File: src/sv/smae_pkg.sv
// ----------------------------------------------------------------------------
// Static model arithmetic encoder package
// Widths, model constants, queue entry types and model lookup functions.
// ----------------------------------------------------------------------------
package smae_pkg;

   // Message and field widths
   localparam int SYM_W             = 5;
   localparam int NUM_SYM_MAX       = 5;
   localparam int CODE_W            = 32;
   localparam int LEN_W             = 6;
   localparam int REQ_TDATA_W       = 32;
   localparam int RSP_TDATA_W       = 40;
   localparam int DEF_MSG_SYMBOLS   = 5;
   localparam int DEF_MAX_CODE_BITS = 32;

   // Interval arithmetic: 100^5 times two still fits
   localparam int VAL_W  = 35;
   localparam int PROB_W = 7;
   localparam int SCALE  = 100;

   // Cumulative model in hundredths
   localparam int SYM_MIN   = 10;
   localparam int SYM_MAX   = 20;
   localparam int FIRST_W   = 71;
   localparam int SLOT_BASE = 71;
   localparam int SLOT_W    = 2;
   localparam int TOP_BASE  = 89;
   localparam int TOP_W     = 11;

   // Queue between front and back
   localparam int QUEUE_DEPTH = 2;

   typedef logic [VAL_W-1:0]  val_type;
   typedef logic [SYM_W-1:0]  sym_type;
   typedef logic [PROB_W-1:0] prob_type;

   typedef struct packed {
      logic    bad;
      val_type low;
      val_type high;
   } qentry_type;

   typedef struct packed {
      logic full;
      logic empty;
   } qstat_type;

   // Denominator of the final interval
   function automatic val_type pow_scale(input int n);
      val_type p;
      p = val_type'(1);
      for (int i = 0; i < n; i++) begin
         p = val_type'(p * val_type'(SCALE));
      end
      return p;
   endfunction

   function automatic logic sym_valid(input sym_type s);
      return (s >= sym_type'(SYM_MIN)) && (s <= sym_type'(SYM_MAX));
   endfunction

   // Lower cumulative bound of a valid symbol
   function automatic prob_type cum_low(input sym_type s);
      prob_type r;
      case (s)
         sym_type'(SYM_MIN): r = '0;
         sym_type'(SYM_MAX): r = prob_type'(TOP_BASE);
         default:            r = prob_type'(SLOT_BASE + SLOT_W * (int'(s) - SYM_MIN - 1));
      endcase
      return r;
   endfunction

   // Width of a valid symbol's slot
   function automatic prob_type cum_width(input sym_type s);
      prob_type r;
      case (s)
         sym_type'(SYM_MIN): r = prob_type'(FIRST_W);
         sym_type'(SYM_MAX): r = prob_type'(TOP_W);
         default:            r = prob_type'(SLOT_W);
      endcase
      return r;
   endfunction

endpackage

File: src/sv/static_model_arithmetic_encoder_top.sv
// ----------------------------------------------------------------------------
// Static model arithmetic encoder
// Encodes a message of symbols 10 to 20 against a fixed model into a code.
// ----------------------------------------------------------------------------
// Use:
//   req channel: one transaction carries a whole message, five 5-bit
//   symbols in req_tdata. rsp channel: one transaction per message with the
//   right-aligned code and its length in rsp_tdata, and rsp_tuser set when a
//   symbol lies outside 10 to 20 (code and length are then zero).
//   Front end: accept, a narrowing step for each symbol and a post to a
//   two-entry queue. Back end: pop, an expansion step for each bit, an
//   extension step for each bit of the longer prefix and a step to close
//   the extension, then a load of the result. The front end can accept a
//   new message while the back end still works on the one before.
//   Reset empties the queue, returns both ends to idle and drops any held
//   result. While the receiver stalls the result is held in the output
//   register, the back end waits, and the front end keeps accepting until
//   the queue fills.
// ----------------------------------------------------------------------------
module static_model_arithmetic_encoder_top #(
   parameter int MSG_SYMBOLS   = smae_pkg::DEF_MSG_SYMBOLS,
   parameter int MAX_CODE_BITS = smae_pkg::DEF_MAX_CODE_BITS
) (
   input  logic                             clock,
   input  logic                             reset,
   input  logic                             req_tvalid,
   output logic                             req_tready,
   // sym_a, sym_b, sym_c, sym_d, sym_e (5 bits each), zero fill
   input  logic [smae_pkg::REQ_TDATA_W-1:0] req_tdata,
   output logic                             rsp_tvalid,
   input  logic                             rsp_tready,
   // code_bits (32), code_length (6), zero fill
   output logic [smae_pkg::RSP_TDATA_W-1:0] rsp_tdata,
   // bad_symbol
   output logic                             rsp_tuser
);
   import smae_pkg::*;

   logic       q_wr;
   logic       q_rd;
   qentry_type q_wdata;
   qentry_type q_rdata;
   qstat_type  q_stat;

   // Accept and narrow
   smae_front #(
      .MSG_SYMBOLS (MSG_SYMBOLS)
   ) u_front (
      .clock      (clock),
      .reset      (reset),
      .req_tvalid (req_tvalid),
      .req_tready (req_tready),
      .req_tdata  (req_tdata),
      .q_wr       (q_wr),
      .q_wdata    (q_wdata),
      .q_stat     (q_stat)
   );

   // Decouple the two halves
   smae_queue u_queue (
      .clock (clock),
      .reset (reset),
      .wr    (q_wr),
      .wdata (q_wdata),
      .rd    (q_rd),
      .rdata (q_rdata),
      .stat  (q_stat)
   );

   // Generate the code bits
   smae_back #(
      .MSG_SYMBOLS   (MSG_SYMBOLS),
      .MAX_CODE_BITS (MAX_CODE_BITS)
   ) u_back (
      .clock      (clock),
      .reset      (reset),
      .q_stat     (q_stat),
      .q_rd       (q_rd),
      .q_rdata    (q_rdata),
      .rsp_tvalid (rsp_tvalid),
      .rsp_tready (rsp_tready),
      .rsp_tdata  (rsp_tdata),
      .rsp_tuser  (rsp_tuser)
   );

endmodule

File: src/sv/smae_front.sv
// ----------------------------------------------------------------------------
// Encoder front end
// Accepts a message, checks its symbols and, when all are valid, narrows the
// interval one symbol per cycle, then posts the bounds to the queue.
// ----------------------------------------------------------------------------
module smae_front #(
   parameter int MSG_SYMBOLS = smae_pkg::DEF_MSG_SYMBOLS
) (
   input  logic                           clock,
   input  logic                           reset,
   input  logic                           req_tvalid,
   output logic                           req_tready,
   input  logic [smae_pkg::REQ_TDATA_W-1:0] req_tdata,
   output logic                           q_wr,
   output smae_pkg::qentry_type           q_wdata,
   input  smae_pkg::qstat_type            q_stat
);
   import smae_pkg::*;

   localparam int STEP_W = $clog2(MSG_SYMBOLS + 1);

   typedef enum logic [1:0] {ST_IDLE, ST_NARROW, ST_PUSH} state_type;

   state_type         state_ff;
   sym_type           sym_ff [NUM_SYM_MAX];
   logic [STEP_W-1:0] step_ff;
   val_type           lo_ff;
   val_type           wid_ff;
   logic              bad_ff;

   logic     bad_in;
   prob_type cl;
   prob_type cw;
   val_type  lo_in;
   val_type  wid_in;

   // Flag any used symbol outside the model
   always_comb begin
      bad_in = 1'b0;
      for (int i = 0; i < MSG_SYMBOLS; i++) begin
         if (!sym_valid(req_tdata[i*SYM_W +: SYM_W])) begin
            bad_in = 1'b1;
         end
      end
   end

   // One narrowing step on the head symbol
   assign cl     = cum_low(sym_ff[0]);
   assign cw     = cum_width(sym_ff[0]);
   assign lo_in  = lo_ff * val_type'(SCALE) + val_type'(cl) * wid_ff;
   assign wid_in = wid_ff * val_type'(cw);

   assign req_tready    = (state_ff == ST_IDLE);
   assign q_wr          = (state_ff == ST_PUSH) && !q_stat.full;
   assign q_wdata.bad   = bad_ff;
   assign q_wdata.low   = lo_ff;
   assign q_wdata.high  = lo_ff + wid_ff;

   // Sequence accept, narrowing and posting
   always_ff @(posedge clock) begin
      if (reset) begin
         state_ff <= ST_IDLE;
      end else begin
         case (state_ff)
            ST_IDLE: begin
               if (req_tvalid) begin
                  for (int i = 0; i < NUM_SYM_MAX; i++) begin
                     sym_ff[i] <= req_tdata[i*SYM_W +: SYM_W];
                  end
                  bad_ff   <= bad_in;
                  lo_ff    <= '0;
                  wid_ff   <= val_type'(1);
                  step_ff  <= '0;
                  state_ff <= bad_in ? ST_PUSH : ST_NARROW;
               end
            end
            ST_NARROW: begin
               lo_ff   <= lo_in;
               wid_ff  <= wid_in;
               step_ff <= step_ff + 1'b1;
               for (int i = 0; i < NUM_SYM_MAX - 1; i++) begin
                  sym_ff[i] <= sym_ff[i+1];
               end
               if (step_ff == STEP_W'(MSG_SYMBOLS - 1)) begin
                  state_ff <= ST_PUSH;
               end
            end
            ST_PUSH: begin
               if (!q_stat.full) begin
                  state_ff <= ST_IDLE;
               end
            end
            default: begin
               state_ff <= ST_IDLE;
            end
         endcase
      end
   end

endmodule

File: src/sv/smae_queue.sv
// ----------------------------------------------------------------------------
// Encoder interval queue
// Short first-in first-out store of interval bounds between front and back.
// ----------------------------------------------------------------------------
module smae_queue (
   input  logic                 clock,
   input  logic                 reset,
   input  logic                 wr,
   input  smae_pkg::qentry_type wdata,
   input  logic                 rd,
   output smae_pkg::qentry_type rdata,
   output smae_pkg::qstat_type  stat
);
   import smae_pkg::*;

   localparam int PTR_W = (QUEUE_DEPTH > 1) ? $clog2(QUEUE_DEPTH) : 1;
   localparam int CNT_W = $clog2(QUEUE_DEPTH + 1);

   qentry_type        entry_ff [QUEUE_DEPTH];
   logic [PTR_W-1:0]  wr_ptr_ff;
   logic [PTR_W-1:0]  rd_ptr_ff;
   logic [CNT_W-1:0]  count_ff;

   assign stat.full  = (count_ff == CNT_W'(QUEUE_DEPTH));
   assign stat.empty = (count_ff == '0);
   assign rdata      = entry_ff[rd_ptr_ff];

   // Advance pointers and fill level
   always_ff @(posedge clock) begin
      if (reset) begin
         wr_ptr_ff <= '0;
         rd_ptr_ff <= '0;
         count_ff  <= '0;
      end else begin
         if (wr) begin
            entry_ff[wr_ptr_ff] <= wdata;
            wr_ptr_ff <= (wr_ptr_ff == PTR_W'(QUEUE_DEPTH - 1)) ? '0 : wr_ptr_ff + 1'b1;
         end
         if (rd) begin
            rd_ptr_ff <= (rd_ptr_ff == PTR_W'(QUEUE_DEPTH - 1)) ? '0 : rd_ptr_ff + 1'b1;
         end
         case ({wr, rd})
            2'b10:   count_ff <= count_ff + 1'b1;
            2'b01:   count_ff <= count_ff - 1'b1;
            default: count_ff <= count_ff;
         endcase
      end
   end

endmodule

File: src/sv/smae_back.sv
// ----------------------------------------------------------------------------
// Encoder back end
// Expands the interval bounds in binary one bit per cycle, extends the lower
// and upper prefixes side by side, picks the code and holds it for output.
// ----------------------------------------------------------------------------
module smae_back #(
   parameter int MSG_SYMBOLS   = smae_pkg::DEF_MSG_SYMBOLS,
   parameter int MAX_CODE_BITS = smae_pkg::DEF_MAX_CODE_BITS
) (
   input  logic                            clock,
   input  logic                            reset,
   input  smae_pkg::qstat_type             q_stat,
   output logic                            q_rd,
   input  smae_pkg::qentry_type            q_rdata,
   output logic                            rsp_tvalid,
   input  logic                            rsp_tready,
   output logic [smae_pkg::RSP_TDATA_W-1:0] rsp_tdata,
   output logic                            rsp_tuser
);
   import smae_pkg::*;

   localparam val_type DEN   = pow_scale(MSG_SYMBOLS);
   localparam val_type DEN2  = val_type'(DEN * val_type'(2));
   localparam int      ACC_W = MAX_CODE_BITS;
   localparam int      CNT_W = $clog2(MAX_CODE_BITS + 1);
   localparam int      SUM_W = CNT_W + 1;

   typedef enum logic [1:0] {ST_IDLE, ST_EXPAND, ST_EXTEND, ST_FINISH} state_type;

   state_type         state_ff;
   val_type           l_ff;
   val_type           u_ff;
   val_type           tl_ff;
   val_type           tu_ff;
   logic [ACC_W-1:0]  lbits_ff;
   logic [ACC_W-1:0]  ubits_ff;
   logic [CNT_W-1:0]  n_ff;
   logic [CNT_W-1:0]  kl_ff;
   logic [CNT_W-1:0]  ku_ff;
   logic              bad_ff;
   logic              ext_ff;
   logic              uinf_ff;
   logic              out_valid_ff;
   logic [CODE_W-1:0] out_bits_ff;
   logic [LEN_W-1:0]  out_len_ff;
   logic              out_bad_ff;

   val_type          l2, u2, l_in, u_in;
   logic             bl, bu;
   logic [CNT_W-1:0] n_in;
   logic             exp_stop;
   logic             lo_go, up_go;
   logic [SUM_W-1:0] kl_fin, ku_fin, len_lo, len_up, len_sel;
   logic             use_upper;
   logic [ACC_W-1:0] bits_sel;
   logic             out_free;
   logic             out_valid_in;

   // One binary expansion step of both bounds; an upper bound of one stays one
   assign l2   = {l_ff[VAL_W-2:0], 1'b0};
   assign bl   = (l2 >= DEN);
   assign l_in = bl ? l2 - DEN : l2;
   assign u2   = {u_ff[VAL_W-2:0], 1'b0};
   assign bu   = (u2 >= DEN);
   assign u_in = (u2 == DEN2) ? DEN : (bu ? u2 - DEN : u2);
   assign n_in = n_ff + 1'b1;

   assign exp_stop = (bl != bu) || ((l_in == '0) && (u_in == '0)) ||
                     (n_in == CNT_W'(MAX_CODE_BITS));

   // Prefix extension runs while the bound is not reached and room is left
   assign lo_go = (tl_ff < DEN) &&
                  (SUM_W'(n_ff) + SUM_W'(kl_ff) < SUM_W'(MAX_CODE_BITS));
   assign up_go = !uinf_ff && (tu_ff < DEN) &&
                  (SUM_W'(n_ff) + SUM_W'(ku_ff) < SUM_W'(MAX_CODE_BITS));

   // Choose the lower code without extension, with an unbounded upper one or when strictly shorter, else the upper one
   assign kl_fin    = SUM_W'(kl_ff) + SUM_W'(tl_ff < DEN);
   assign ku_fin    = SUM_W'(ku_ff) + SUM_W'(!uinf_ff && (tu_ff < DEN));
   assign use_upper = ext_ff && !(uinf_ff || (kl_fin < ku_fin));
   assign len_lo    = SUM_W'(n_ff) + SUM_W'(kl_ff);
   assign len_up    = SUM_W'(n_ff) + SUM_W'(ku_ff);
   assign len_sel   = use_upper ? len_up : len_lo;
   assign bits_sel  = use_upper ? ubits_ff : lbits_ff;

   // Raise the result on load, drop it once taken
   assign out_free     = !out_valid_ff || rsp_tready;
   assign out_valid_in = ((state_ff == ST_FINISH) && out_free) ||
                         (out_valid_ff && !rsp_tready);

   assign q_rd       = (state_ff == ST_IDLE) && !q_stat.empty;
   assign rsp_tvalid = out_valid_ff;
   assign rsp_tdata  = {{(RSP_TDATA_W - CODE_W - LEN_W){1'b0}}, out_len_ff, out_bits_ff};
   assign rsp_tuser  = out_bad_ff;

   // Sequence pop, expansion, extension and result hand-off
   always_ff @(posedge clock) begin
      if (reset) begin
         state_ff     <= ST_IDLE;
         out_valid_ff <= 1'b0;
      end else begin
         out_valid_ff <= out_valid_in;
         case (state_ff)
            ST_IDLE: begin
               if (!q_stat.empty) begin
                  l_ff     <= q_rdata.low;
                  u_ff     <= q_rdata.high;
                  bad_ff   <= q_rdata.bad;
                  lbits_ff <= '0;
                  ubits_ff <= '0;
                  n_ff     <= '0;
                  kl_ff    <= '0;
                  ku_ff    <= '0;
                  ext_ff   <= 1'b0;
                  uinf_ff  <= 1'b0;
                  state_ff <= q_rdata.bad ? ST_FINISH : ST_EXPAND;
               end
            end
            ST_EXPAND: begin
               l_ff     <= l_in;
               u_ff     <= u_in;
               lbits_ff <= {lbits_ff[ACC_W-2:0], bl};
               ubits_ff <= {ubits_ff[ACC_W-2:0], bu};
               n_ff     <= n_in;
               if (exp_stop) begin
                  if (l_in != '0) begin
                     ext_ff   <= 1'b1;
                     tl_ff    <= DEN - l_in;
                     tu_ff    <= u_in;
                     uinf_ff  <= (u_in == '0);
                     state_ff <= ST_EXTEND;
                  end else begin
                     state_ff <= ST_FINISH;
                  end
               end
            end
            ST_EXTEND: begin
               if (lo_go) begin
                  tl_ff    <= {tl_ff[VAL_W-2:0], 1'b0};
                  kl_ff    <= kl_ff + 1'b1;
                  lbits_ff <= {lbits_ff[ACC_W-2:0], 1'b1};
               end
               if (up_go) begin
                  tu_ff    <= {tu_ff[VAL_W-2:0], 1'b0};
                  ku_ff    <= ku_ff + 1'b1;
                  ubits_ff <= {ubits_ff[ACC_W-2:0], 1'b0};
               end
               if (!lo_go && !up_go) begin
                  state_ff <= ST_FINISH;
               end
            end
            ST_FINISH: begin
               if (out_free) begin
                  out_bad_ff   <= bad_ff;
                  out_bits_ff  <= bad_ff ? '0 : bits_sel[CODE_W-1:0];
                  out_len_ff   <= bad_ff ? '0 : len_sel[LEN_W-1:0];
                  state_ff     <= ST_IDLE;
               end
            end
            default: begin
               state_ff <= ST_IDLE;
            end
         endcase
      end
   end

endmodule

File: config.mk
export PLATFORM = sky130hd
export DESIGN_NAME = static_model_arithmetic_encoder_top
export DESIGN_NICKNAME = d
export VERILOG_FILES = /design/src/sv/smae_pkg.sv /design/src/sv/static_model_arithmetic_encoder_top.sv /design/src/sv/smae_front.sv /design/src/sv/smae_queue.sv /design/src/sv/smae_back.sv
export SDC_FILE = /design/constraint.sdc
export NUM_CORES = 2
export LEC_CHECK = 0
export BUFFER_PORTS_ARGS = -buffer_cell sky130_fd_sc_hd__buf_2
export CORE_ASPECT_RATIO = 1.75
export CORE_UTILIZATION = 65
export DETAILED_ROUTE_END_ITERATION = 6
export PLACE_DENSITY_LB_ADDON = 0.08
export SYNTH_ARGS = -nofsm -noshare
export SYNTH_HDL_FRONTEND = slang
export SYNTH_HIERARCHICAL = 1
export SYNTH_SLANG_ARGS = --single-unit
File: constraint.sdc
create_clock -name clock -period 12.41 [get_ports clock]
set_clock_uncertainty 0.15 [all_clocks]
set_input_delay 0 -clock clock [delete_from_list [all_inputs] [get_ports clock]]
set_output_delay 0 -clock clock [all_outputs]
set_load 0.05 [all_outputs]
==> reports/results.ini <==
[placement]
dp_cells=4794
gp_congestion=0.952
place_hpwl_microns=72800
place_area_sq_mm=0.0424
port_buffers=69

[grt]
grt_max_degree=86
use_met3=0.0332
gr-usage-met1=0.300
grtUsageTotal=0.302
grt_pass1_vias=30106
gr-max-usage-layer=met2
grtUsageMet2=0.587
grt_overflow=0
grt_pass1_wl_microns=151000
antenna_found_initial=2

[clock_tree]
cts_buffer_depth=3
cts_tree=done
numClockSinks=505
ctsResizeCount=0
h-tree-depth=2
cts_made_buffers=48
ctsHoldBuffers=35
cts_setup_buffers=0
root_buffer=clkbuf_16
clock_latency_ns=0.63
clk_pin_slew_ns=0.06

[drt]
via_per_inst=5.81
drc=18
dr_total_vias=28570
first_iter_violations=1449
ant_nets=0
drtPass1Iterations=7
wl_per_cell_microns=19.0
routed_wl_microns=93600

[synthesis]
syn_avg_cell_area_sq_um=10.2
synth.cell_area_sq_mm=0.0413
syn_inst=4032
synth_warnings=6

[die]
die_height_microns=335
rows=121
start_util=0.661
pin_count=79
dieWidth_microns=193
dieArea_sq_mm=0.0646
coreArea_sq_mm=0.0625

[cells_and_area]
fin_area_sq_mm=0.0444
final_cells=4918
syn_to_final_growth_pct=7.41
n_antenna_cell=0
n_fill_cell=4836
drive_above_1_share=0.0974
nNetsFinal=4682

[setup_path]
cp-end-kind=register
crit_arrival_ns=8.36
path_class=register to register
rrSetupSlack_ns=4.26
cp_slowest_cell=fa_1
r2r-end=u_front/lo_ff[30]
cp-start-kind=register
cp_max_fo=6
max_stage_delay_ns=0.54
reg2reg_from=u_front/lo_ff[2]
r2r_cells=30
required_ns=12.63

[min_path]
min_path_cells=3
hold_path.class=primary input to register
hold_start=req_tdata[0]
hold_end=u_front/sym_ff[0][0]

[sta]
setup_tns_ns=0
slew_headroom=0.279
finalSetupViolations=0
clock.fmax_ghz=0.123
rsz0062_at_grt=no
worst_pin_slew_ns=1.08
period_share=0.656
hold_viol_final=0
slew_violations=0
fin_crit_ns=8.15

[run_status]
status=complete, but fails checks
violations=DRC

[flow_run]
drv_cap=0

layout make-up:
cell class                 count  area, sq um  area share
clock buffer                  56         1250      0.0282
sequential                   505        15100       0.340
inverter                     622         2330      0.0526
clock inverter                33          319     0.00719
timing repair buffer         141          973      0.0219
tap                          799         1000      0.0225
multi-input combinational   2762        23400       0.528
worst max-delay path: cells and delay by family (launching register included):
family,cells,cell delay (ns)
AOI/OAI and AO/OA,13,2.80
DFF,1,0.50
buffers and inverters,2,0.09
xor gates and xnor gates,2,0.27
adders and majority gates,8,3.20
and+or+nand+nor,5,0.88
per-stage QoR:
stage          hold slack [ns]  utilization  worst slack, ns
6_report                0.0951        0.710             4.26
5_1_grt                  0.105        0.710             3.89
4_1_cts                 0.0443        0.710             4.26
3_5_place_dp            0.0567        0.679             4.32
3_3_place_gp            0.0568        0.679             4.38
2_1_floorplan          -0.0809            -             3.78
routing by layer:
| layer | wire length [microns] | vias up |
|---|---|---|
| met1 | 32600 | 13928 |
| li1 | - | 13713 |
| met2 | 52100 | 643 |
| met4 | 5920 | 2 |
| met5 | 19 | - |
| met3 | 2910 | 284 |
state kept, by name, indices dropped and copies added (netlist names), 3 cells and up, named ones only:
name / flops
u_back/out_len_ff: 6
u_back/u_ff: 34
u_back/out_bits_ff: 32
u_front/wid_ff: 34
u_back/ubits_ff: 32
u_back/ku_ff: 6
u_back/kl_ff: 6
u_back/l_ff: 34
u_back/n_ff: 6
u_back/tl_ff: 34
u_queue/entry_ff: 138
u_front/sym_ff: 25
u_back/tu_ff: 34
u_back/lbits_ff: 32
u_front/lo_ff: 34
u_front/step_ff: 3
layout by cell type, fill, tap and decap left out, types with 49 or more instances in the layout:
master	instances
edfxtp_1	495
xor2_1	83
nor2_1	371
xnor2_1	130
inv_1	621
a21oi_1	171
nand3_1	51
o21ai_0	112
a21o_1	69
mux2_2	134
nand2_1	202
and2_1	254
buf_2	69
clkbuf_16	49
ha_1	266
fa_1	298
worst max path at each step:
| stage | start | depth (start not counted) | endpoint | slack (ns) |
|---|---|---|---|---|
| 4_1_cts | u_front/lo_ff[2] | 30 | u_front/lo_ff[31] | 4.26 |
| 3_5_place_dp | u_front/lo_ff[2] | 30 | u_front/lo_ff[31] | 4.32 |
| 5_1_grt | u_front/lo_ff[2] | 30 | u_front/lo_ff[31] | 3.89 |
| 2_1_floorplan | u_back/u_ff[24] | 9 | u_back/tu_ff[10] | 3.78 |
| 3_3_place_gp | u_front/lo_ff[3] | 30 | u_front/lo_ff[31] | 4.38 |
| 6_report | u_front/lo_ff[2] | 30 | u_front/lo_ff[30] | 4.26 |
Power is not shown: default switching activity piles up to over one toggle a cycle in this logic, so the estimate is an artifact.
